### src/hw/rtl/hpq_pkg.sv
// Shared definitions for the binary min-heap priority queue.
// Holds port widths, parameter defaults, status and operation codes and the
// controller/datapath command and status structs. No dependencies.
package hpq_pkg;

	// Fixed widths of the item and result fields.
	localparam int PAYLOAD_W  = 32;
	localparam int PRIORITY_W = 16;
	localparam int STATUS_W   = 2;
	localparam int COUNT_W    = 6;

	// Parameter defaults.
	localparam int DEF_CAPACITY      = 63;
	localparam int DEF_PAYLOAD_BITS  = 32;
	localparam int DEF_PRIORITY_BITS = 16;

	// Result status codes.
	localparam logic [STATUS_W-1:0] STS_DONE  = 2'd0;
	localparam logic [STATUS_W-1:0] STS_EMPTY = 2'd1;
	localparam logic [STATUS_W-1:0] STS_FULL  = 2'd2;

	// Operation codes.
	localparam logic OP_INSERT = 1'b0;
	localparam logic OP_REMOVE = 1'b1;

	// Commands from the controller to the datapath.
	typedef struct packed {
		logic accept_ins;  // capture the new entry, start position at count+1
		logic accept_rm;   // read root and last slot, start hole at root
		logic ins_rd;      // read the parent of the current position
		logic ins_step;    // move the parent down, climb one level
		logic rm_last;     // capture the root payload and the last entry
		logic rm_rd;       // read both children of the hole
		logic rm_step;     // move the chosen child up, descend one level
		logic fin_ins;     // write the new entry and report
		logic fin_rm;      // write the last entry into the hole and report
		logic rej_full;    // report a rejected insert
		logic rej_empty;   // report a rejected remove
	} cmd_t;

	// Status from the datapath to the controller.
	typedef struct packed {
		logic full;        // count equals capacity
		logic empty;       // count is zero
		logic pos_root;    // insert position is the root
		logic ins_less;    // new priority strictly below the parent's
		logic left_out;    // left child of the hole lies beyond the count
		logic down_stop;   // last entry fits at or above the chosen child
	} sts_t;

endpackage

### src/hw/rtl/hpq_ctrl.sv
// Controller state machine for the heap: sequences sift-up and sift-down.
// Depends on hpq_pkg for the command and status structs.
module hpq_ctrl (
	input  logic          clk,
	input  logic          arst_n,
	input  logic          start,
	input  logic          operation,
	input  hpq_pkg::sts_t sts,
	output hpq_pkg::cmd_t cmd,
	output logic          busy
);
	import hpq_pkg::*;

	localparam logic [2:0] S_IDLE    = 3'd0;
	localparam logic [2:0] S_INS_RD  = 3'd1;
	localparam logic [2:0] S_INS_CMP = 3'd2;
	localparam logic [2:0] S_RM_LAST = 3'd3;
	localparam logic [2:0] S_RM_RD   = 3'd4;
	localparam logic [2:0] S_RM_CMP  = 3'd5;

	logic [2:0] state_q;
	logic [2:0] state_d;

	always_comb begin
		cmd     = '0;
		state_d = state_q;
		case (state_q)
			S_IDLE: begin
				if (start) begin
					if (operation == OP_INSERT) begin
						if (sts.full) begin
							cmd.rej_full = 1'b1;
						end else begin
							cmd.accept_ins = 1'b1;
							state_d        = S_INS_RD;
						end
					end else begin
						if (sts.empty) begin
							cmd.rej_empty = 1'b1;
						end else begin
							cmd.accept_rm = 1'b1;
							state_d       = S_RM_LAST;
						end
					end
				end
			end
			S_INS_RD: begin
				if (sts.pos_root) begin
					cmd.fin_ins = 1'b1;
					state_d     = S_IDLE;
				end else begin
					cmd.ins_rd = 1'b1;
					state_d    = S_INS_CMP;
				end
			end
			S_INS_CMP: begin
				if (sts.ins_less) begin
					cmd.ins_step = 1'b1;
					state_d      = S_INS_RD;
				end else begin
					cmd.fin_ins = 1'b1;
					state_d     = S_IDLE;
				end
			end
			S_RM_LAST: begin
				cmd.rm_last = 1'b1;
				state_d     = S_RM_RD;
			end
			S_RM_RD: begin
				if (sts.left_out) begin
					cmd.fin_rm = 1'b1;
					state_d    = S_IDLE;
				end else begin
					cmd.rm_rd = 1'b1;
					state_d   = S_RM_CMP;
				end
			end
			S_RM_CMP: begin
				if (sts.down_stop) begin
					cmd.fin_rm = 1'b1;
					state_d    = S_IDLE;
				end else begin
					cmd.rm_step = 1'b1;
					state_d     = S_RM_RD;
				end
			end
			default: begin
				state_d = S_IDLE;
			end
		endcase
	end

	always_ff @(posedge clk or negedge arst_n) begin
		if (!arst_n) begin
			state_q <= S_IDLE;
		end else begin
			state_q <= state_d;
		end
	end

	assign busy = (state_q != S_IDLE);

	// A compare state always follows the read that feeds it.
	a_ins_cmp_after_rd: assert property (@(posedge clk) disable iff (!arst_n)
		(state_q == S_INS_CMP) |-> ($past(state_q) == S_INS_RD))
		else $error("insert compare without a preceding parent read");

	a_rm_cmp_after_rd: assert property (@(posedge clk) disable iff (!arst_n)
		(state_q == S_RM_CMP) |-> ($past(state_q) == S_RM_RD))
		else $error("remove compare without a preceding child read");

	a_cmd_onehot: assert property (@(posedge clk) disable iff (!arst_n)
		$onehot0(cmd))
		else $error("more than one datapath command in a cycle");

endmodule

### config.mk
export PLATFORM = sky130hd
export DESIGN_NAME = hpq_ctrl
export DESIGN_NICKNAME = d
export VERILOG_FILES = /design/src/hw/rtl/hpq_pkg.sv /design/src/hw/rtl/hpq_ctrl.sv
export SDC_FILE = /design/constraint.sdc
export NUM_CORES = 1
export LEC_CHECK = 0
export BUFFER_PORTS_ARGS = -buffer_cell sky130_fd_sc_hd__buf_4
export CAP_MARGIN = 10
export CORE_AREA = 2 2 39 41
export DETAILED_ROUTE_END_ITERATION = 12
export DIE_AREA = 0 0 41 43
export PLACE_DENSITY = 0.56
export SLEW_MARGIN = 20
export SYNTH_ARGS = -nofsm -noshare
export SYNTH_HDL_FRONTEND = slang
export SYNTH_SLANG_ARGS = --single-unit
### constraint.sdc
create_clock -name clk -period 3.87 [get_ports clk]
set_input_delay 0.774 -clock clk [delete_from_list [all_inputs] [get_ports clk]]
set_output_delay 0.774 -clock clk [all_outputs]
set_load 0.005 [all_outputs]
## Word level (Yosys, flattened, before mapping)

Index checks and enable logic that the tools add are counted.

- Input port bits: 10
- Latch bits: 0
- ROM bits: 0
- Register bits: 3
- Bits in writable memories: 0
- Memories: 0
- Output and inout port bits: 12

- Div/mod/pow operators: 0
- $mul: 0
- Multiplexer cells: 36
- $add $sub $neg: 0
- Bitwise logic cells: 0
- Order comparisons: 0
- Reduce and logical (&&, ||, !) cells: 3
- Eq/ne operators: 8
- Shifts and indexed selects: 0

Operators by type and width:

| operator | count |
|---|---|
| 1-bit two-way mux | 22 |
| 3-bit two-way mux | 6 |
| 3-bit one-hot mux with 6 select lines | 1 |
| 2-bit two-way mux | 5 |
| 3-bit by 2-bit == test with 1-bit output (second input constant) | 2 |
| 3-bit == test (second input constant) | 2 |
| 3-bit inequality test (second input constant) | 2 |
| 1-bit one-hot mux with 2 select lines | 2 |
| 3-bit by 1-bit == test with 1-bit output (second input constant) | 1 |
| 3-bit zero test | 1 |
| 3-bit AND reduction | 1 |
| 3-bit nonzero test | 1 |
| 2-bit inequality test (second input constant) | 1 |

## Depth between registers and ports, before layout

Gate-level depths: netlist (run 1).

- Word-level depth: 4
- Depth in mapped cells: 3

## Least setup slack after synthesis (run 1)

OpenSTA, ideal clock, no wires.

- Kind: input-to-output
- From: input start
- To: output cmd[1] (netlist bit)
- Setup slack: 1659 ps
- Stages on the path: 2
- Buffers on the path: 0
- Arrival time: 1437 ps
- Cell sequence: or4b_4 > nor3b_2

RTL lines:

| what | RTL line | RTL |
|---|---|---|
| start, declared | hpq_ctrl.sv:6 | `input logic start,` |
| end, declared | hpq_ctrl.sv:9 | `output hpq_pkg::cmd_t cmd,` |

==> results of run 1 <==
-- cell families after synthesis --
family          share of synthesized area
mux                               0.06639
compound gates                    0.07054
buf+inv                           0.07054
flops                              0.2490
simple gates                       0.5436
-- area by class of cell --
class                           instances  area, µm²  share of cell area
Multi-Input combinational cell         23      205.2              0.4238
Timing Repair Buffer                   21      157.7              0.3256
Sequential cell                         3      75.07              0.1550
Clock buffer                            4      26.28             0.05426
Tap cell                               16      20.02             0.04134
-- cell usage after synthesis --
| library cell | count | share of area |
|---|---|---|
| or3_1 | 2 | 0.041 |
| or3b_1 | 1 | 0.029 |
| or4b_4 | 1 | 0.046 |
| a211oi_1 | 1 | 0.025 |
| mux2i_1 | 2 | 0.066 |
| and4bb_1 | 1 | 0.041 |
| nor3_1 | 2 | 0.033 |
| and3_1 | 1 | 0.021 |
| nor3b_1 | 1 | 0.025 |
| nor4b_2 | 1 | 0.050 |
| a211o_1 | 1 | 0.029 |
| a21oi_1 | 1 | 0.017 |
| dfrtp_1 | 3 | 0.25 |
| nor3b_2 | 2 | 0.083 |
| nand2b_1 | 1 | 0.021 |
| buf_2 | 2 | 0.033 |
| buf_6 | 1 | 0.037 |
| nor4bb_1 | 1 | 0.033 |
| nor4b_1 | 1 | 0.029 |
| nand4bb_1 | 1 | 0.037 |
| nand3b_1 | 1 | 0.025 |
| and3b_1 | 1 | 0.029 |
-- per-stage QoR --
stage / hold WS, ps / cell area, µm²
CTS: 316.1 / 484.2
floorplan: 478.4 / 301.5
detailed placement: 565.3 / 457.9
finish: 323.0 / 484.2
global placement: 564.2 / 457.9
global route: 313.5 / 484.2
-- per-layer routing --
| layer | vias up | GRT usage |
|---|---|---|
| li1 | 161 | - |
| met1 | 145 | 0.1133 |
| met2 | 15 | 0.1594 |
| met3 | 0 | 0.01571 |
| met4 | 0 | 0.06000 |
| met5 | - | 0 |
-- critical path: stages --
cell and delay (ps):
buf_4 90, or4b_4 470, nor3_1 170, buf_4 150
-- worst max-delay path by stage --
stage / startpoint / end / cells past startpoint
floorplan: start / cmd[1] / 2
global placement: start / cmd[1] / 4
detailed placement: start / cmd[10] / 4
CTS: start / cmd[10] / 4
global route: state_q[2]$_DFFE_PN0P_ / cmd[10] / 3
finish: start / cmd[10] / 4
-- power by group through the flow --
stage	clock, mW	sequential, mW	combinational (mW)
floorplan	0	0.0517	0.103
global placement	0	0.0807	0.124
detailed placement	0	0.0815	0.123
CTS	0.0572	0.0812	0.124
global route	0.0590	0.0864	0.133
finish	0.0547	0.0806	0.122
-- cell usage in the layout, fill, tap and decap left out, types with 2 or more instances in the layout --
| cell | Yosys | final |
|---|---|---|
| nor3_1 | 2 | 2 |
| clkbuf_4 | 0 | 3 |
| or3_1 | 2 | 2 |
| dfrtp_1 | 3 | 3 |
| buf_4 | 0 | 21 |
| mux2i_1 | 2 | 2 |
| nor3b_2 | 2 | 2 |
==> results.py, run 1 <==
metrics = {
    "outcome": {
        "run_status": "complete, no violations",
    },
    "clock_network": {
        "cts_tree": "done",
        "clk_transition_reported_paths_ps": 40,
        "postCtsSetupBuffers": 0,
        "cts-root-buf": "clkbuf_4",
        "cts_num_sinks": 3,
        "cts_resized": 0,
        "cts_buffers": 3,
        "htree_levels": 1,
        "cts_max_path_buffers": 2,
        "clk_latency_ps": 230,
        "postCtsHoldBufs": 0,
    },
    "synth": {
        "synth.distinct_cells": 22,
        "yosysWarningCount": 0,
        "ys_seq_area_frac": 0.2490,
        "ys_ff_latch": 3,
        "syn-cell-area_um2": 301.5,
        "syn-num-nets": 39,
        "synth.avg_cell_area_um2": 10.40,
        "synthCells": 29,
    },
    "power_and_ir_drop": {
        "vdd_ir_drop_max_uv": 174.9,
        "switchingPower_mw": 0.09341,
        "p_int_mw": 0.1640,
        "pwr-share-comb": 0.475,
        "p_seq_frac": 0.313,
        "power.total_mw": 0.2574,
        "leakagePower_nw": 0.2419,
        "clkPwrFrac": 0.212,
        "switching_share": 0.3629,
        "power.density_nw_per_um2": 531.6,
    },
    "job": {
        "drv_cap": 0,
    },
    "sta": {
        "slew_viol_final": 0,
        "fin_crit_sh": 0.6280,
        "layout_setup_ws_ps": 1440,
        "tightest_slew_ps": 349.2,
        "setup_violations": 0,
        "finClkSkew_ps": 1.009,
        "period_minus_slack_ps": 2430,
        "rsz0062_at_grt": "no",
        "finalHoldViolCount": 0,
        "final.setup.tns_ps": 0,
        "fmax_ghz": 0.4114,
        "slew_headroom": 0.7640,
    },
    "detailed_routing": {
        "routed-via-count": 321,
        "maxUsedRoutingLayer": "met3",
        "wl_met3_um": 93,
        "drt_pass1_iterations": 2,
        "wl_met2_um": 368,
        "post_drt_wl_per_cell_um": 11.22,
        "antenna_left": 0,
        "totalWireLength_um": 752,
        "drt_iter0_markers": 1,
        "drt-met1-wl_um": 290,
        "vias_per_cell": 4.791,
        "drc_errors": 0,
    },
    "grt": {
        "antenna_found_initial": 0,
        "grt_start_max_net_pins": 13,
        "grt_pass1_vias": 329,
        "grt_pass1_wl_um": 1221,
        "track_usage": 0.09859,
        "grt.overflow.total": 0,
    },
    "setup_path": {
        "rr_worst_depth": 2,
        "regToRegStartpoint": "state_q[1]$_DFFE_PN0P_",
        "reg2reg_to": "state_q[2]$_DFFE_PN0P_",
        "worstPathRequired_ps": 3100,
        "end_kind": "primary output",
        "cp.arrival_ps": 1660,
        "startpoint_type": "primary input",
        "reg2reg_slack_ps": 2640,
        "worstSetupPathType": "primary input to primary output",
        "crit_path_max_fanout": 3,
    },
    "placed_design": {
        "dp_cells": 63,
        "gp_congestion": 0.6686,
        "dp_slack_ps": 1443,
        "hpwl_um": 582.1,
        "port_buffers": 21,
    },
    "floorplan": {
        "io_pins": 22,
        "dieArea_um2": 1763,
        "die_h_um": 43,
        "num_rows": 14,
        "core_um2": 1384,
        "initial_core_util": 0.2179,
        "die_w_um": 41,
    },
    "cells_and_area": {
        "drive_above_1_share": 0.5490,
        "largest_reg_flops": 3,
        "n_fill_cell": 152,
        "top_regs": "state_q: 3 flops",
        "utilization": 0.3499,
        "final_cells": 67,
        "area_growth_pct": 60.58,
        "antennaDiodeCount": 0,
        "largest_register": "state_q",
        "fin_nets": 62,
    },
    "hold_path": {
        "hp-class": "primary input to asynchronous set/reset pin",
    },
}
Note: power is estimated with default switching activity, not from simulation.
==> run 2, diff against run 1 <==
Settings changed: ABC_AREA set to 1.
Clock period 3.87 ns to 2.23 ns, I/O delays scaled along.
==> run 2 against run 1 <==
Compared with the run above:
- setup slack got worse by 950 ps
- sequential power increased by 46%
- global-route usage increased by 0.82 points
- final cell count increased by 36%
- first-iteration DRC count increased to 3.0 times the previous value
- cell area increased by 2.3%
- highest routed layer unchanged
==> results.py, run 2 <==
metrics = {
    "outcome": {
        "run_status": "complete, no violations",
    },
    "grt": {
        "antenna_found_initial": 0,
        "grt_pass1_wl_um": 1311,
        "grt_pass1_vias": 362,
        "grt.overflow.total": 0,
        "grt_start_max_net_pins": 8,
        "track_usage": 0.1067,
    },
    "detailed_routing": {
        "totalWireLength_um": 770,
        "drc_errors": 0,
        "routed-via-count": 370,
        "antenna_left": 0,
        "drt_iter0_markers": 3,
        "post_drt_wl_per_cell_um": 8.462,
        "drt_pass1_iterations": 2,
        "vias_per_cell": 4.066,
    },
    "synth": {
        "synth-async-reset-ratio": 1.000,
        "yosys-top-cells-count": "inv_1 (13), nand3_1 (11), nand2_1 (9)",
        "synth_area_leaders": "dfrtp_1 (27%), nand3_1 (20%), inv_1 (17%), nand2_1 (12%), nor2_2 (4.4%)",
        "syn-cell-area_um2": 281.5,
        "syn-num-nets": 59,
        "synth_top_area_frac": 0.2667,
        "yosysWarningCount": 0,
        "synth.avg_cell_area_um2": 5.745,
        "synth_edf_count": 0,
        "yosysTopAreaCell": "dfrtp_1",
        "synth.distinct_cells": 12,
        "yosysMostFrequentCell": "inv_1",
        "synthCells": 49,
        "ys_seq_area_frac": 0.2667,
        "synthFlopType": "dfrtp_1",
        "ys_ff_latch": 3,
    },
    "placed_design": {
        "hpwl_um": 622.9,
        "gp_congestion": 0.7746,
        "port_buffers": 21,
        "dp_slack_ps": 729.5,
    },
    "clock_network": {
        "cts_max_path_buffers": 2,
        "cts-root-buf": "clkbuf_4",
        "postCtsHoldBufs": 1,
        "clk_latency_ps": 230,
        "cts_resized": 0,
        "cts_buffers": 3,
        "htree_levels": 1,
        "cts_tree": "done",
        "cts_num_sinks": 3,
        "postCtsSetupBuffers": 0,
        "clk_transition_reported_paths_ps": 40,
    },
    "power_and_ir_drop": {
        "pwr-share-comb": 0.562,
        "switching_share": 0.4337,
        "switchingPower_mw": 0.2116,
        "power.total_mw": 0.4878,
        "p_seq_frac": 0.242,
        "power.density_nw_per_um2": 984.6,
        "leakagePower_nw": 0.3301,
        "p_int_mw": 0.2763,
        "vdd_ir_drop_max_uv": 324.9,
        "clkPwrFrac": 0.196,
    },
    "sta": {
        "rsz0062_at_grt": "no",
        "fmax_ghz": 0.5755,
        "tightest_slew_ps": 232.8,
        "fin_crit_sh": 0.7792,
        "final.setup.tns_ps": 0,
        "period_minus_slack_ps": 1738,
        "slew_viol_final": 0,
        "layout_setup_ws_ps": 492.4,
        "slew_headroom": 0.8448,
        "finalHoldViolCount": 0,
        "setup_violations": 0,
        "finClkSkew_ps": 1.466,
    },
    "setup_path": {
        "rr_worst_depth": 4,
        "worstSetupPathType": "flop to primary output",
        "startpoint_type": "flop",
        "cp-startpoint": "state_q[2]$_DFFE_PN0P_",
        "end_kind": "primary output",
        "reg2reg_to": "state_q[1]$_DFFE_PN0P_",
        "crit_path_max_fanout": 6,
        "cp.arrival_ps": 1290,
        "regToRegStartpoint": "state_q[2]$_DFFE_PN0P_",
        "worstPathRequired_ps": 1780,
        "reg2reg_slack_ps": 1200,
    },
    "floorplan": {
        "io_pins": 22,
        "die_w_um": 41,
        "dieArea_um2": 1763,
        "initial_core_util": 0.2034,
        "die_h_um": 43,
        "core_um2": 1384,
        "num_rows": 14,
    },
    "cells_and_area": {
        "largest_reg_flops": 3,
        "largest_register": "state_q",
        "final_common_cell": "buf_4",
        "fin_nets": 86,
        "n_fill_cell": 160,
        "drive_above_1_share": 0.3867,
        "top_regs": "state_q: 3 flops",
        "area_growth_pct": 76.00,
        "antennaDiodeCount": 0,
        "final_cell_mix": "buf_4 (21), inv_1 (13), nand3_1 (11), nand2_1 (9)",
    },
    "job": {
        "drv_cap": 0,
    },
    "hold_path": {
        "hp-class": "primary input to asynchronous set/reset pin",
    },
}
run 2: cell types whose count changed in the layout (fill, tap and decap cells not counted), sizes merged, moves of 2 or more:
| cell | before | now |
|---|---|---|
| inv | 0 | 15 |
| mux2i | 2 | 0 |
| nand3 | 0 | 11 |
| or3 | 2 | 0 |
| nor4b | 2 | 0 |
| nand2 | 0 | 9 |
| nor3b | 3 | 0 |
| o21ai | 0 | 2 |
| nor2 | 0 | 5 |
run 2: worst max-delay path, cell delays in order (launching register included):
cell	delay [ps]
dfrtp_1	440
nor3_2	270
nand2_1	120
nor2_1	110
buf_4	120
run 2: cell families after synthesis:
kind of cell	Yosys count	synth area share
AND/OR/NAND/NOR	29	0.4978
buffers and inverters	15	0.2000
flip-flops	3	0.2667
AO/OA/AOI/OAI	2	0.03556
run 2: cell type report:
type,count,area [µm²],share of cell area
Clock buffer,4,26.28,0.05303
Inverter,15,56.30,0.1136
Multi-Input combinational cell,31,150.1,0.3030
Sequential cell,3,75.07,0.1515
Tap cell,16,20.02,0.04040
Timing Repair Buffer,22,167.7,0.3384
run 2: power by group through the flow:
stage	clock network, mW	registers (mW)	logic [mW]
finish	0.0955	0.118	0.274
global route	0.107	0.124	0.316
detailed placement	0	0.119	0.278
CTS	0.101	0.118	0.280
global placement	0	0.118	0.273
floorplan	0	0.112	0.158
run 2: routing by layer:
metal  share of wire  track usage
met1            0.46       0.1396
met2            0.48       0.1500
met3           0.060      0.03141
met4               0      0.06000
met5               0            0
run 2: per-stage QoR:
stage / std cells / hold slack [ps] / area [µm²] / util
after floorplan: 49 / 150.4 / 281.5 / -
after global placement: 86 / 237.2 / 459.2 / 0.3318
after detailed placement: 86 / 236.3 / 459.2 / 0.3318
after CTS: 91 / 523.8 / 495.5 / 0.3580
after global routing: 91 / 528.1 / 495.5 / 0.3580
final: 91 / 539.8 / 495.5 / 0.3580
run 2: worst max path at each step:
stage | endpoint | slack, ps | depth (start not counted)
after global routing | cmd[1] | 340 | 4
final | cmd[1] | 490 | 4
after CTS | cmd[1] | 470 | 4
after detailed placement | cmd[1] | 730 | 4
after floorplan | cmd[0] | 920 | 3
after global placement | cmd[0] | 760 | 4
